**config.mk**
```make
export PLATFORM = sky130hd
export DESIGN_NAME = rle_icon_to_oled_stream_core_flat
export DESIGN_NICKNAME = d
export VERILOG_FILES = /design/src/rle_pkg.sv /design/src/rle_if.sv /design/src/rle_icon_to_oled_stream_core.sv /design/src/flat_wrapper.sv
export SDC_FILE = /design/constraint.sdc
export NUM_CORES = 1
export LEC_CHECK = 0
export BUFFER_PORTS_ARGS = -buffer_cell sky130_fd_sc_hd__buf_2
export CORE_MARGIN = 5
export CORE_UTILIZATION = 35
export DETAILED_ROUTE_END_ITERATION = 7
export SKIP_LAST_GASP = 1
export SLEW_MARGIN = 20
export SYNTH_ARGS = -nofsm -noshare
export SYNTH_HDL_FRONTEND = slang
export SYNTH_SLANG_ARGS = --single-unit
```
**constraint.sdc**
```tcl
create_clock -name clk -period 5.1 [get_ports clk]
set_input_delay 1.02 -clock clk [delete_from_list [all_inputs] [get_ports clk]]
set_output_delay 1.02 -clock clk [all_outputs]
set_load 0.02 [all_outputs]
```
**src/rle_pkg.sv**
```systemverilog
// Shared types, constants and the microcode table of the run-length icon decoder.
`timescale 1ns / 1ps
package rle_pkg;

	// Display controller command bytes
	localparam logic [7:0] CMD_MEMORY_MODE  = 8'h20;
	localparam logic [7:0] CMD_COLUMN_RANGE = 8'h21;
	localparam logic [7:0] CMD_PAGE_RANGE   = 8'h22;
	localparam logic [7:0] LAST_COLUMN      = 8'h7f;

	// Run byte layout
	localparam int RUN_VALUE_IDX = 7;
	localparam int COUNT_W       = 7;

	// Sequencer program addresses
	localparam int STEP_W = 4;
	localparam logic [STEP_W-1:0] STEP_IDLE = 4'd0;
	localparam logic [STEP_W-1:0] STEP_HDR  = 4'd1;
	localparam logic [STEP_W-1:0] STEP_RUN  = 4'd9;

	localparam logic [1:0] MODE_RESET = 2'd1;

	// Output byte source select
	typedef enum logic [3:0] {
		SRC_MEM_MODE,
		SRC_MODE,
		SRC_COL_CMD,
		SRC_COLUMN,
		SRC_LAST_COL,
		SRC_PAGE_CMD,
		SRC_PAGE,
		SRC_END_PAGE,
		SRC_PACK
	} src_sel_t;

	// Sequencer jump kinds
	typedef enum logic [1:0] {
		JMP_DISPATCH,  // wait for an item, branch on header
		JMP_NEXT,      // go to the next field once the step completes
		JMP_RUN        // repeat while run bits remain
	} jmp_t;

	typedef struct packed {
		src_sel_t          src;
		logic              emit;
		logic              is_data;
		logic              last;
		jmp_t              jmp;
		logic [STEP_W-1:0] next;
	} ctrl_word_t;

	// Microcode ROM
	function automatic ctrl_word_t ucode(input logic [STEP_W-1:0] step);
		ctrl_word_t cw;
		cw = '{src: SRC_PACK, emit: 1'b0, is_data: 1'b0, last: 1'b0,
			jmp: JMP_DISPATCH, next: STEP_IDLE};
		unique case (step)
			4'd0: cw = '{SRC_PACK,     1'b0, 1'b0, 1'b0, JMP_DISPATCH, STEP_IDLE};
			4'd1: cw = '{SRC_MEM_MODE, 1'b1, 1'b0, 1'b0, JMP_NEXT,     4'd2};
			4'd2: cw = '{SRC_MODE,     1'b1, 1'b0, 1'b0, JMP_NEXT,     4'd3};
			4'd3: cw = '{SRC_COL_CMD,  1'b1, 1'b0, 1'b0, JMP_NEXT,     4'd4};
			4'd4: cw = '{SRC_COLUMN,   1'b1, 1'b0, 1'b0, JMP_NEXT,     4'd5};
			4'd5: cw = '{SRC_LAST_COL, 1'b1, 1'b0, 1'b0, JMP_NEXT,     4'd6};
			4'd6: cw = '{SRC_PAGE_CMD, 1'b1, 1'b0, 1'b0, JMP_NEXT,     4'd7};
			4'd7: cw = '{SRC_PAGE,     1'b1, 1'b0, 1'b0, JMP_NEXT,     4'd8};
			4'd8: cw = '{SRC_END_PAGE, 1'b1, 1'b0, 1'b1, JMP_NEXT,     STEP_IDLE};
			4'd9: cw = '{SRC_PACK,     1'b1, 1'b1, 1'b0, JMP_RUN,      STEP_IDLE};
			default: cw = '{SRC_PACK,  1'b0, 1'b0, 1'b0, JMP_NEXT,     STEP_IDLE};
		endcase
		return cw;
	endfunction

endpackage

```
**src/rle_if.sv**
```systemverilog
// Valid/ready channel interfaces for code items and display byte items.
`timescale 1ns / 1ps
interface rle_code_if;
	logic       valid;
	logic       ready;
	logic [7:0] code_byte;
	logic       is_header;
	logic [6:0] start_column;
	logic [2:0] start_page;

	modport source (output valid, code_byte, is_header, start_column, start_page,
		input ready);
	modport sink (input valid, code_byte, is_header, start_column, start_page,
		output ready);
endinterface

interface rle_byte_if;
	logic       valid;
	logic       ready;
	logic [7:0] out_byte;
	logic       is_data;
	logic       last_of_run;

	modport source (output valid, out_byte, is_data, last_of_run, input ready);
	modport sink (input valid, out_byte, is_data, last_of_run, output ready);
endinterface

```
**src/rle_icon_to_oled_stream_core.sv**
```systemverilog
// Top level: microcoded run-length icon decoder producing an OLED command/data byte stream.
`timescale 1ns / 1ps
// One item is taken at a time. A header item takes one dispatch step plus eight
// command-byte steps; a run item takes one dispatch step plus one packing step per
// chunk of up to 8 bits. The single packing step fills the current byte and emits
// at most one data byte per cycle while the output register is free. The output byte
// sits in a register; a step that emits waits until that register is free, while a
// step that emits nothing goes on while a result waits. The mode code
// register may be written only while the block is idle.
module rle_icon_to_oled_stream_core (
	input  logic              clk,
	input  logic              arst_n,
	input  logic              cfg_we,
	input  logic [1:0]        cfg_wdata,
	rle_code_if.sink          code_in,
	rle_byte_if.source        byte_out
);
	import rle_pkg::*;

	logic [STEP_W-1:0]  step_q;
	logic [1:0]         mode_q;
	logic [7:0]         partial_q;
	logic [2:0]         pos_q;
	logic               bit_q;
	logic [COUNT_W-1:0] cnt_q;
	logic [6:0]         column_q;
	logic [2:0]         page_q;
	logic [7:0]         end_page_q;
	logic               out_valid_q;
	logic [7:0]         out_byte_q;
	logic               out_data_q;
	logic               out_last_q;

	ctrl_word_t         cw;
	logic               accept;
	logic [3:0]         room;
	logic [3:0]         take;
	logic [8:0]         fill9;
	logic [7:0]         fill;
	logic [7:0]         packed_byte;
	logic               full;
	logic [COUNT_W-1:0] cnt_after;
	logic               emit_now;
	logic               emit_last;
	logic               out_free;
	logic               advance;
	logic [7:0]         src_byte;

	// Control word of the current step
	assign cw     = ucode(step_q);
	assign accept = code_in.valid && code_in.ready;
	assign code_in.ready = (cw.jmp == JMP_DISPATCH);

	// Bit packer: fill up to the end of the current byte
	always_comb begin
		room        = 4'd8 - {1'b0, pos_q};
		take        = (cnt_q < {3'd0, room}) ? cnt_q[3:0] : room;
		fill9       = (9'd1 << take) - 9'd1;
		fill        = fill9[7:0] << pos_q;
		packed_byte = bit_q ? (partial_q | fill) : partial_q;
		full        = (({1'b0, pos_q} + take) == 4'd8);
		cnt_after   = cnt_q - {3'd0, take};
	end

	// Emit and stall control
	assign emit_now  = cw.emit && ((cw.src != SRC_PACK) || full);
	assign emit_last = cw.last || ((cw.src == SRC_PACK) && (cnt_after < 7'd8));
	assign out_free  = !out_valid_q || byte_out.ready;
	assign advance   = !emit_now || out_free;

	// Output byte mux
	always_comb begin
		unique case (cw.src)
			SRC_MEM_MODE: src_byte = CMD_MEMORY_MODE;
			SRC_MODE:     src_byte = {6'd0, mode_q};
			SRC_COL_CMD:  src_byte = CMD_COLUMN_RANGE;
			SRC_COLUMN:   src_byte = {1'b0, column_q};
			SRC_LAST_COL: src_byte = LAST_COLUMN;
			SRC_PAGE_CMD: src_byte = CMD_PAGE_RANGE;
			SRC_PAGE:     src_byte = {5'd0, page_q};
			SRC_END_PAGE: src_byte = end_page_q;
			SRC_PACK:     src_byte = packed_byte;
			default:      src_byte = packed_byte;
		endcase
	end

	// Step counter and control state
	always_ff @(posedge clk or negedge arst_n) begin
		if (!arst_n) begin
			step_q      <= STEP_IDLE;
			mode_q      <= MODE_RESET;
			partial_q   <= '0;
			pos_q       <= '0;
			cnt_q       <= '0;
			out_valid_q <= 1'b0;
		end else begin
			if (cfg_we) begin
				mode_q <= cfg_wdata;
			end
			unique case (cw.jmp)
				JMP_DISPATCH: begin
					if (accept) begin
						if (code_in.is_header) begin
							step_q    <= STEP_HDR;
							partial_q <= '0;
							pos_q     <= '0;
							cnt_q     <= '0;
						end else begin
							step_q <= STEP_RUN;
							cnt_q  <= code_in.code_byte[COUNT_W-1:0];
						end
					end
				end
				JMP_NEXT: begin
					if (advance) begin
						step_q <= cw.next;
					end
				end
				JMP_RUN: begin
					if (advance) begin
						cnt_q <= cnt_after;
						if (full) begin
							partial_q <= '0;
							pos_q     <= '0;
						end else begin
							partial_q <= packed_byte;
							pos_q     <= pos_q + take[2:0];
						end
						step_q <= (cnt_after != '0) ? STEP_RUN : cw.next;
					end
				end
				default: step_q <= STEP_IDLE;
			endcase
			if (emit_now && out_free) begin
				out_valid_q <= 1'b1;
			end else if (byte_out.ready) begin
				out_valid_q <= 1'b0;
			end
		end
	end

	// Item payload capture and output byte register
	always_ff @(posedge clk) begin
		if (accept) begin
			bit_q      <= code_in.code_byte[RUN_VALUE_IDX];
			column_q   <= code_in.start_column;
			page_q     <= code_in.start_page;
			end_page_q <= 8'({5'd0, code_in.start_page} + {3'd0, code_in.code_byte[7:3]}
				+ 8'hff);
		end
		if (emit_now && out_free) begin
			out_byte_q <= src_byte;
			out_data_q <= cw.is_data;
			out_last_q <= emit_last;
		end
	end

	assign byte_out.valid       = out_valid_q;
	assign byte_out.out_byte    = out_byte_q;
	assign byte_out.is_data     = out_data_q;
	assign byte_out.last_of_run = out_last_q;

`ifndef SYNTHESIS
	// A header always leaves the packer empty
	a_hdr_clears: assert property (@(posedge clk) disable iff (!arst_n)
		accept && code_in.is_header |=> (pos_q == 3'd0) && (partial_q == 8'd0))
		else $error("packer not cleared by header");

	// The step counter stays inside the program
	a_step_range: assert property (@(posedge clk) disable iff (!arst_n)
		step_q <= STEP_RUN)
		else $error("step counter out of program");

	// An empty run returns to dispatch after one step
	a_empty_run: assert property (@(posedge clk) disable iff (!arst_n)
		accept && !code_in.is_header && (code_in.code_byte[COUNT_W-1:0] == '0)
		|=> ##1 code_in.ready)
		else $error("empty run did not return to idle");

	// A byte emitted by the packing step is always flagged as pixel data
	a_pack_data: assert property (@(posedge clk) disable iff (!arst_n)
		(step_q == STEP_RUN) && emit_now && out_free |=> byte_out.valid && byte_out.is_data)
		else $error("packed byte not marked as data");
`endif

endmodule

```
**src/flat_wrapper.sv**
```systemverilog
// flat-port wrapper written by rule: the top's interface ports become plain ports
module rle_icon_to_oled_stream_core_flat import rle_pkg::*;
  (clk, arst_n, cfg_we, cfg_wdata, code_in_valid, code_in_code_byte, code_in_is_header, code_in_start_column, code_in_start_page, code_in_ready, byte_out_valid, byte_out_out_byte, byte_out_is_data, byte_out_last_of_run, byte_out_ready);
  rle_code_if code_in_i ();
  rle_byte_if byte_out_i ();
  input  logic clk;
  input  logic arst_n;
  input  logic cfg_we;
  input  logic [1:0] cfg_wdata;
  input wire logic [$bits(code_in_i.valid)-1:0] code_in_valid;
  input wire logic [$bits(code_in_i.code_byte)-1:0] code_in_code_byte;
  input wire logic [$bits(code_in_i.is_header)-1:0] code_in_is_header;
  input wire logic [$bits(code_in_i.start_column)-1:0] code_in_start_column;
  input wire logic [$bits(code_in_i.start_page)-1:0] code_in_start_page;
  output wire logic [$bits(code_in_i.ready)-1:0] code_in_ready;
  output wire logic [$bits(byte_out_i.valid)-1:0] byte_out_valid;
  output wire logic [$bits(byte_out_i.out_byte)-1:0] byte_out_out_byte;
  output wire logic [$bits(byte_out_i.is_data)-1:0] byte_out_is_data;
  output wire logic [$bits(byte_out_i.last_of_run)-1:0] byte_out_last_of_run;
  input wire logic [$bits(byte_out_i.ready)-1:0] byte_out_ready;
  assign code_in_i.valid = code_in_valid;
  assign code_in_i.code_byte = code_in_code_byte;
  assign code_in_i.is_header = code_in_is_header;
  assign code_in_i.start_column = code_in_start_column;
  assign code_in_i.start_page = code_in_start_page;
  assign code_in_ready = code_in_i.ready;
  assign byte_out_valid = byte_out_i.valid;
  assign byte_out_out_byte = byte_out_i.out_byte;
  assign byte_out_is_data = byte_out_i.is_data;
  assign byte_out_last_of_run = byte_out_i.last_of_run;
  assign byte_out_i.ready = byte_out_ready;
  rle_icon_to_oled_stream_core u_core (.clk(clk), .arst_n(arst_n), .cfg_we(cfg_we), .cfg_wdata(cfg_wdata), .code_in(code_in_i), .byte_out(byte_out_i));
endmodule
```
* Yosys cells after proc, flatten, opt, wreduce, memory -nomap -nowiden *
Memories as Yosys holds them, arrays and structs flattened.
Index checks and enable logic that the tools add are counted.

cells by class
  add/sub/neg operators = 7
  magnitude comparators = 2
  eq/ne operators = 16
  shift-type cells = 2
  multiplexer cells = 25
  bitwise operators = 1
  reductions and logical operators = 18

operator list
  cell                                                         number
  case mux 8 bit (8 select lines)                              1
  2-to-1 mux 8 bit                                             5
  2-to-1 mux 4 bit                                             6
  2-to-1 mux 7 bit                                             3
  equality test 4 x 3 -> 1 bit (second input constant)         4
  case mux 8 bit (2 select lines)                              1
  case mux 7 bit (2 select lines)                              1
  2-to-1 mux 3 bit                                             4
  case mux 4 bit (3 select lines)                              1
  adder 8 bit (second input constant)                          1
  equality test 4 x 2 -> 1 bit (second input constant)         2
  equality test 4 bit (second input constant)                  2
  bitwise OR 8 bit                                             1
  << shifter 1 x 4 -> 8 bit (first input constant)             1
  << shifter 8 x 3 -> 8 bit                                    1
  subtractor 8 x 1 -> 8 bit (second input constant)            1
  less-than comparator 7 x 4 -> 1 bit                          1
  less-than comparator 7 x 4 -> 1 bit (second input constant)  1
  nonzero test 7 bit                                           1
  subtractor 7 x 4 -> 7 bit                                    1
  adder 3 x 5 -> 6 bit                                         1
  case mux 3 bit (2 select lines)                              1
  AND reduction 3 bit                                          2
  adder 3 x 4 -> 4 bit                                         1
  other kinds (16)                                             27

word-level totals
  bits in registers = 54
  bits in read-only memories = 208
  input port bits = 26
  output and inout port bits = 12
  word-level logic and storage cells = 85
  memories kept = 1

memories
  memory           words  bits a word  read ports  clocked after memory_dff  write ports  RTL line       source
  (no name shown)  16     13           1           0                         0            rle_pkg.sv:57  unique case (step)

* Depth between registers and ports, before layout *
  word-level depth = 11
  gate-level depth with buffers = 22
  depth with buffers taken out = 20

* Worst setup path before layout *
Ideal clock, no wire load.

  path kind = flip-flop to flip-flop
  start point = reg u_core.pos_q[1]
  end point = reg u_core.out_data_q, in the netlist u_core.byte_out.is_data, enable pin
  setup time = 0.377 ns
  data arrival time = 5.047 ns
  data required time = 4.723 ns
  slack = -0.325 ns
  stages on the path, launching flop included = 23
  buffers on the path = 2
  clock period less this slack = 5.425 ns
  path through = dfrtp_1 -> clkbuf_1 -> clkinv_1 -> ha_1 -> xnor2_1 -> inv_1 -> ha_1 -> and2_1 -> a21o_1 -> a21oi_1 -> buf_2 -> nand2_1 -> o21ai_0 -> ha_1 -> inv_1 -> fa_1 -> inv_1 -> or3_1 -> nor2_1 -> nand3_1 -> nand3_1 -> nand2b_1 -> nor2b_1

on the way
  word-level cells in the longest chain between the ends = 8

ends and longest elaborated chain
  element                              RTL line                             source
  from (decl)                          rle_icon_to_oled_stream_core.sv:23   logic [2:0] pos_q;
  from (signal assigned)               rle_icon_to_oled_stream_core.sv:127  pos_q <= pos_q + take[2:0];
  subtractor 4 x 3 -> 4 bit            rle_icon_to_oled_stream_core.sv:56   room = 4'd8 - {1'b0, pos_q};
  less-than comparator 7 x 4 -> 1 bit  rle_icon_to_oled_stream_core.sv:57   take = (cnt_q < {3'd0, room}) ? cnt_q[3:0] : room;
  2-to-1 mux 4 bit                     rle_icon_to_oled_stream_core.sv:57
  adder 3 x 4 -> 4 bit *               rle_icon_to_oled_stream_core.sv:61   full = (({1'b0, pos_q} + take) == 4'd8);
  equality test 4 bit *                rle_icon_to_oled_stream_core.sv:61
  logical OR 1 bit *                   rle_icon_to_oled_stream_core.sv:66   assign emit_now = cw.emit && ((cw.src != SRC_PACK) || full);
  logical AND 1 bit *                  rle_icon_to_oled_stream_core.sv:66
  logical AND 1 bit *                  rle_icon_to_oled_stream_core.sv:151  if (emit_now && out_free) begin
  to (signal assigned)                 rle_icon_to_oled_stream_core.sv:153  out_data_q <= cw.is_data;
  to (decl)                            rle_icon_to_oled_stream_core.sv:31   logic out_data_q;

Every way passes the cells marked *; elsewhere a longest branch is shown, timed or not.
A chain may end at the register's enable or synchronous reset.

* Worst setup path in the final report *
  start point = reg u_core.pos_q[0]
  end point = reg u_core.step_q[0]

on the way
  word-level cells in the longest chain between the ends = 11
  elaborated cells on any way between the ends = 17
  those cells by class = 3 x add/sub; 1 x order compare; 3 x eq/ne; 4 x mux; 6 x reduce/logical

ends and longest elaborated chain
  element                                   RTL line                             source
  subtractor 4 x 3 -> 4 bit                 rle_icon_to_oled_stream_core.sv:56
  less-than comparator 7 x 4 -> 1 bit       rle_icon_to_oled_stream_core.sv:57
  2-to-1 mux 4 bit                          rle_icon_to_oled_stream_core.sv:57
  adder 3 x 4 -> 4 bit                      rle_icon_to_oled_stream_core.sv:61
  equality test 4 bit                       rle_icon_to_oled_stream_core.sv:61
  logical OR 1 bit                          rle_icon_to_oled_stream_core.sv:66
  logical AND 1 bit                         rle_icon_to_oled_stream_core.sv:66
  zero test 1 bit                           rle_icon_to_oled_stream_core.sv:69   assign advance = !emit_now || out_free;
  logical OR 1 bit                          rle_icon_to_oled_stream_core.sv:69
  inequality test 2 x 1 -> 1 bit (no line)  n/a
  AND reduction 3 bit (no line)             n/a
  to (signal assigned)                      rle_icon_to_oled_stream_core.sv:116  step_q <= cw.next;
  to (signal assigned)                      rle_icon_to_oled_stream_core.sv:129  step_q <= (cnt_after != '0) ? STEP_RUN : cw.next;
  to (decl)                                 rle_icon_to_oled_stream_core.sv:20   logic [STEP_W-1:0] step_q;

Parallel ways exist; a longest one is shown, timed or not. The select of a mux whose other input is x is not followed.

==> out/results.ini <==
[min_path]
hold_class = reg2reg
hold_start = u_core.partial_q[0]

[critical_path]
ff2ff_path_depth = 14
cpLargestDelayFamily = compound AO/OA/AOI/OAI gates
critical_path_required_ns = 5.28
slowest_stage = nor4_1
cp_data_arrival_time_ns = 5.10
critPathCaptureType = register
crit_path_cell_trace = buf_4, nor3_2, inv_1, ha_2, inv_1, o21ai_1, mux2i_1, ha_1, a21o_1, a21oi_1, xor2_1, nor4_1, a41oi_1, o32a_1
reg2reg_from = u_core.pos_q[0]
crit_start = u_core.pos_q[0]
cp_common_cell = inv_1
cp-endpoint = u_core.step_q[0]
critPathMaxFanout = 15
worstSetupStartpointType = register
cp.depth = 14
reg2reg_to = u_core.step_q[0]
crit_path_max_incr_delay_ns = 0.54
cp_num_buf_inv = 3
reg2reg_slack_ns = 0.17
worst-setup-path-type = reg2reg

[yosys]
synthFlopType = edfxtp_1
synthCells = 445
ys_seq_area_frac = 0.366
syn_avg_cell_area_um2 = 9.19
synth.top_cell.area_share = 0.213
synth_commonest_cells = a21oi_1, nor2_1, edfxtp_1
synth_edf_count = 29
ys_warn_count = 0
netlist_area_um2 = 4090
synthTopCellsByArea = edfxtp_1, dfrtp_1, ha_1, a21oi_1, nor2_1
synthArstFlopShare = 0.463
synth_nets = 496
yosysTopAreaCell = edfxtp_1
synth_cell_types = 75
ys_ff_latch = 54

[layout]
syn_to_final_growth_pct = 14.3
fin_area_um2 = 4680
seqCellArea_um2 = 1500
antenna-diode-count = 0
final_util = 0.409
layout-drive-gt1-share = 0.174
nFillCells = 1169
multi_input_area_um2 = 2440
final_nets = 534

[floorplanning]
die_h_um = 118
fp.dieW_um = 118
fp-row-count = 39
start_util = 0.358
design.die.area_um2 = 13900
boundaryPins = 38
core_area_um2 = 11400

[sta]
finalHoldViolations = 0
fin_crit_ns = 4.93
period_share = 0.966
fmax_mhz = 203
fin_tns_setup_ns = 0
hold_slack_ns = 0.500
grt_setup_unrepaired = true
slew_headroom = 0.401
setup_viol = 0
worst_pin_slew_ns = 0.899
clock_skew_ns = 0.00814
slew_violations = 0

[placement]
port_buffers = 37
hpwl_um = 8860
placed_area_um2 = 4490
gp_congestion = 0.896

[global_routing]
grt_overflow = 0
grt_max_degree = 26
grt_pass1_vias = 3684
grt_pass1_wl_um = 19100
grtUsageTotal = 0.162
antenna_found_initial = 0

[drt]
vias = 3708
antenna_left = 0
routed_via_density = 5.91
drc = 0
dr.pass1.iters = 6
route.detailed.wl_per_inst_um = 18.4
initialDrtViolationCount = 294
routed_wl_um = 11500

[power]
ir_drop_v = 0.000411
total_power_w = 0.00360
p_leak_nw = 1.90
power_density_nw_per_um2 = 770

[cts]
cts_root_buffer = clkbuf_16
clk-insertion-delay-late_ns = 0.29
cts.path.max_buffers = 2
clk_pin_slew_ns = 0.07
cts_tree = done
numCtsBuffers = 5
clock_sinks = 54
cts.htree.levels = 2
ctsHoldBuffers = 0

[job]
cap_violations = 0

[status]
outcome = finished clean

==> placed cells by master, fill, tap and decap left out, types with 11 or more instances in the layout <==
master and instances:
nand3_1 13, a21o_1 11, a21oi_1 31, nand2_1 22, nor3_1 13, ha_1 21, edfxtp_1 29, a211oi_1 11
nor2_1 32, buf_4 15, o21ai_0 21, buf_2 37, dfrtp_1 24, inv_1 23
==> worst min-delay path by stage <==
stage | to | slack [ns] | cells past startpoint
after floorplan | u_core.partial_q[3] | 0.46 | 1
after global placement | u_core.partial_q[0] | 0.48 | 1
after detailed placement | u_core.partial_q[0] | 0.48 | 1
after CTS | u_core.partial_q[0] | 0.50 | 1
after global routing | u_core.partial_q[2] | 0.52 | 1
final | u_core.partial_q[0] | 0.50 | 1
==> cells by family (layout without fill, tap and decap cells) <==
family | count (synthesis) | count (layout) | share of synthesized area
adder cells (fa/ha/maj) | 25 | 25 | 0.0820
multiplexers | 9 | 9 | 0.0236
AO/OA/AOI/OAI | 167 | 167 | 0.292
XOR/XNOR | 10 | 10 | 0.0214
AND/OR/NAND/NOR | 134 | 134 | 0.170
buffers and inverters | 46 | 85 | 0.0450
flip-flops | 54 | 54 | 0.366
==> what timing repair did <==
action | in CTS | in global routing
buffers inserted | 0 | 1
resized for setup | 1 | 4
setup endpoints to repair | 1 | 29
hold endpoints to repair | 0 | 0
==> per-stage QoR <==
| stage | std cells | setup WS [ns] |
|---|---|---|
| after global placement | 618 | -0.187 |
| after floorplan | 445 | 0.0330 |
| after global routing | 627 | -0.0825 |
| after detailed placement | 618 | -0.0456 |
| final | 627 | 0.174 |
| after CTS | 626 | 0.151 |
==> final cells by class <==
class | count | share of cell area
clock inverter | 3 | 0.00562
tap | 143 | 0.0383
sequential | 54 | 0.320
timing repair buffer | 53 | 0.0680
inverter | 24 | 0.0195
clock buffer | 5 | 0.0268
multi-input combinational | 345 | 0.522
==> metal layers <==
| metal | GRT usage | routed length (um) | up-vias |
|---|---|---|---|
| met5 | 0 | 0 | - |
| met4 | 0.0409 | 221 | 0 |
| met3 | 0.0216 | 591 | 19 |
| met2 | 0.256 | 5310 | 138 |
| met1 | 0.235 | 5400 | 1766 |
| li1 | - | - | 1785 |
==> report_power, final <==
| part | switching, W | internal, W | leakage (nW) | total, W |
|---|---|---|---|---|
| Clock | 0.000164 | 0.000187 | 0.0748 | 0.000351 |
| Combinational | 0.00152 | 0.000935 | 1.24 | 0.00246 |
| Sequential | 0.000128 | 0.000660 | 0.592 | 0.000788 |
| Total | 0.00182 | 0.00178 | 1.90 | 0.00360 |
==> state kept, by name (all words and copies together), names as in the netlist, 2 cells and up <==
name                      cells
u_core.column_q               7
u_core.byte_out.out_byte      8
u_core.partial_q              8
u_core.mode_q                 2
u_core.cnt_q                  7
u_core.pos_q                  3
u_core.page_q                 3
u_core.end_page_q             8
u_core.step_q                 4
Note: power is estimated with default switching activity, not from simulation.
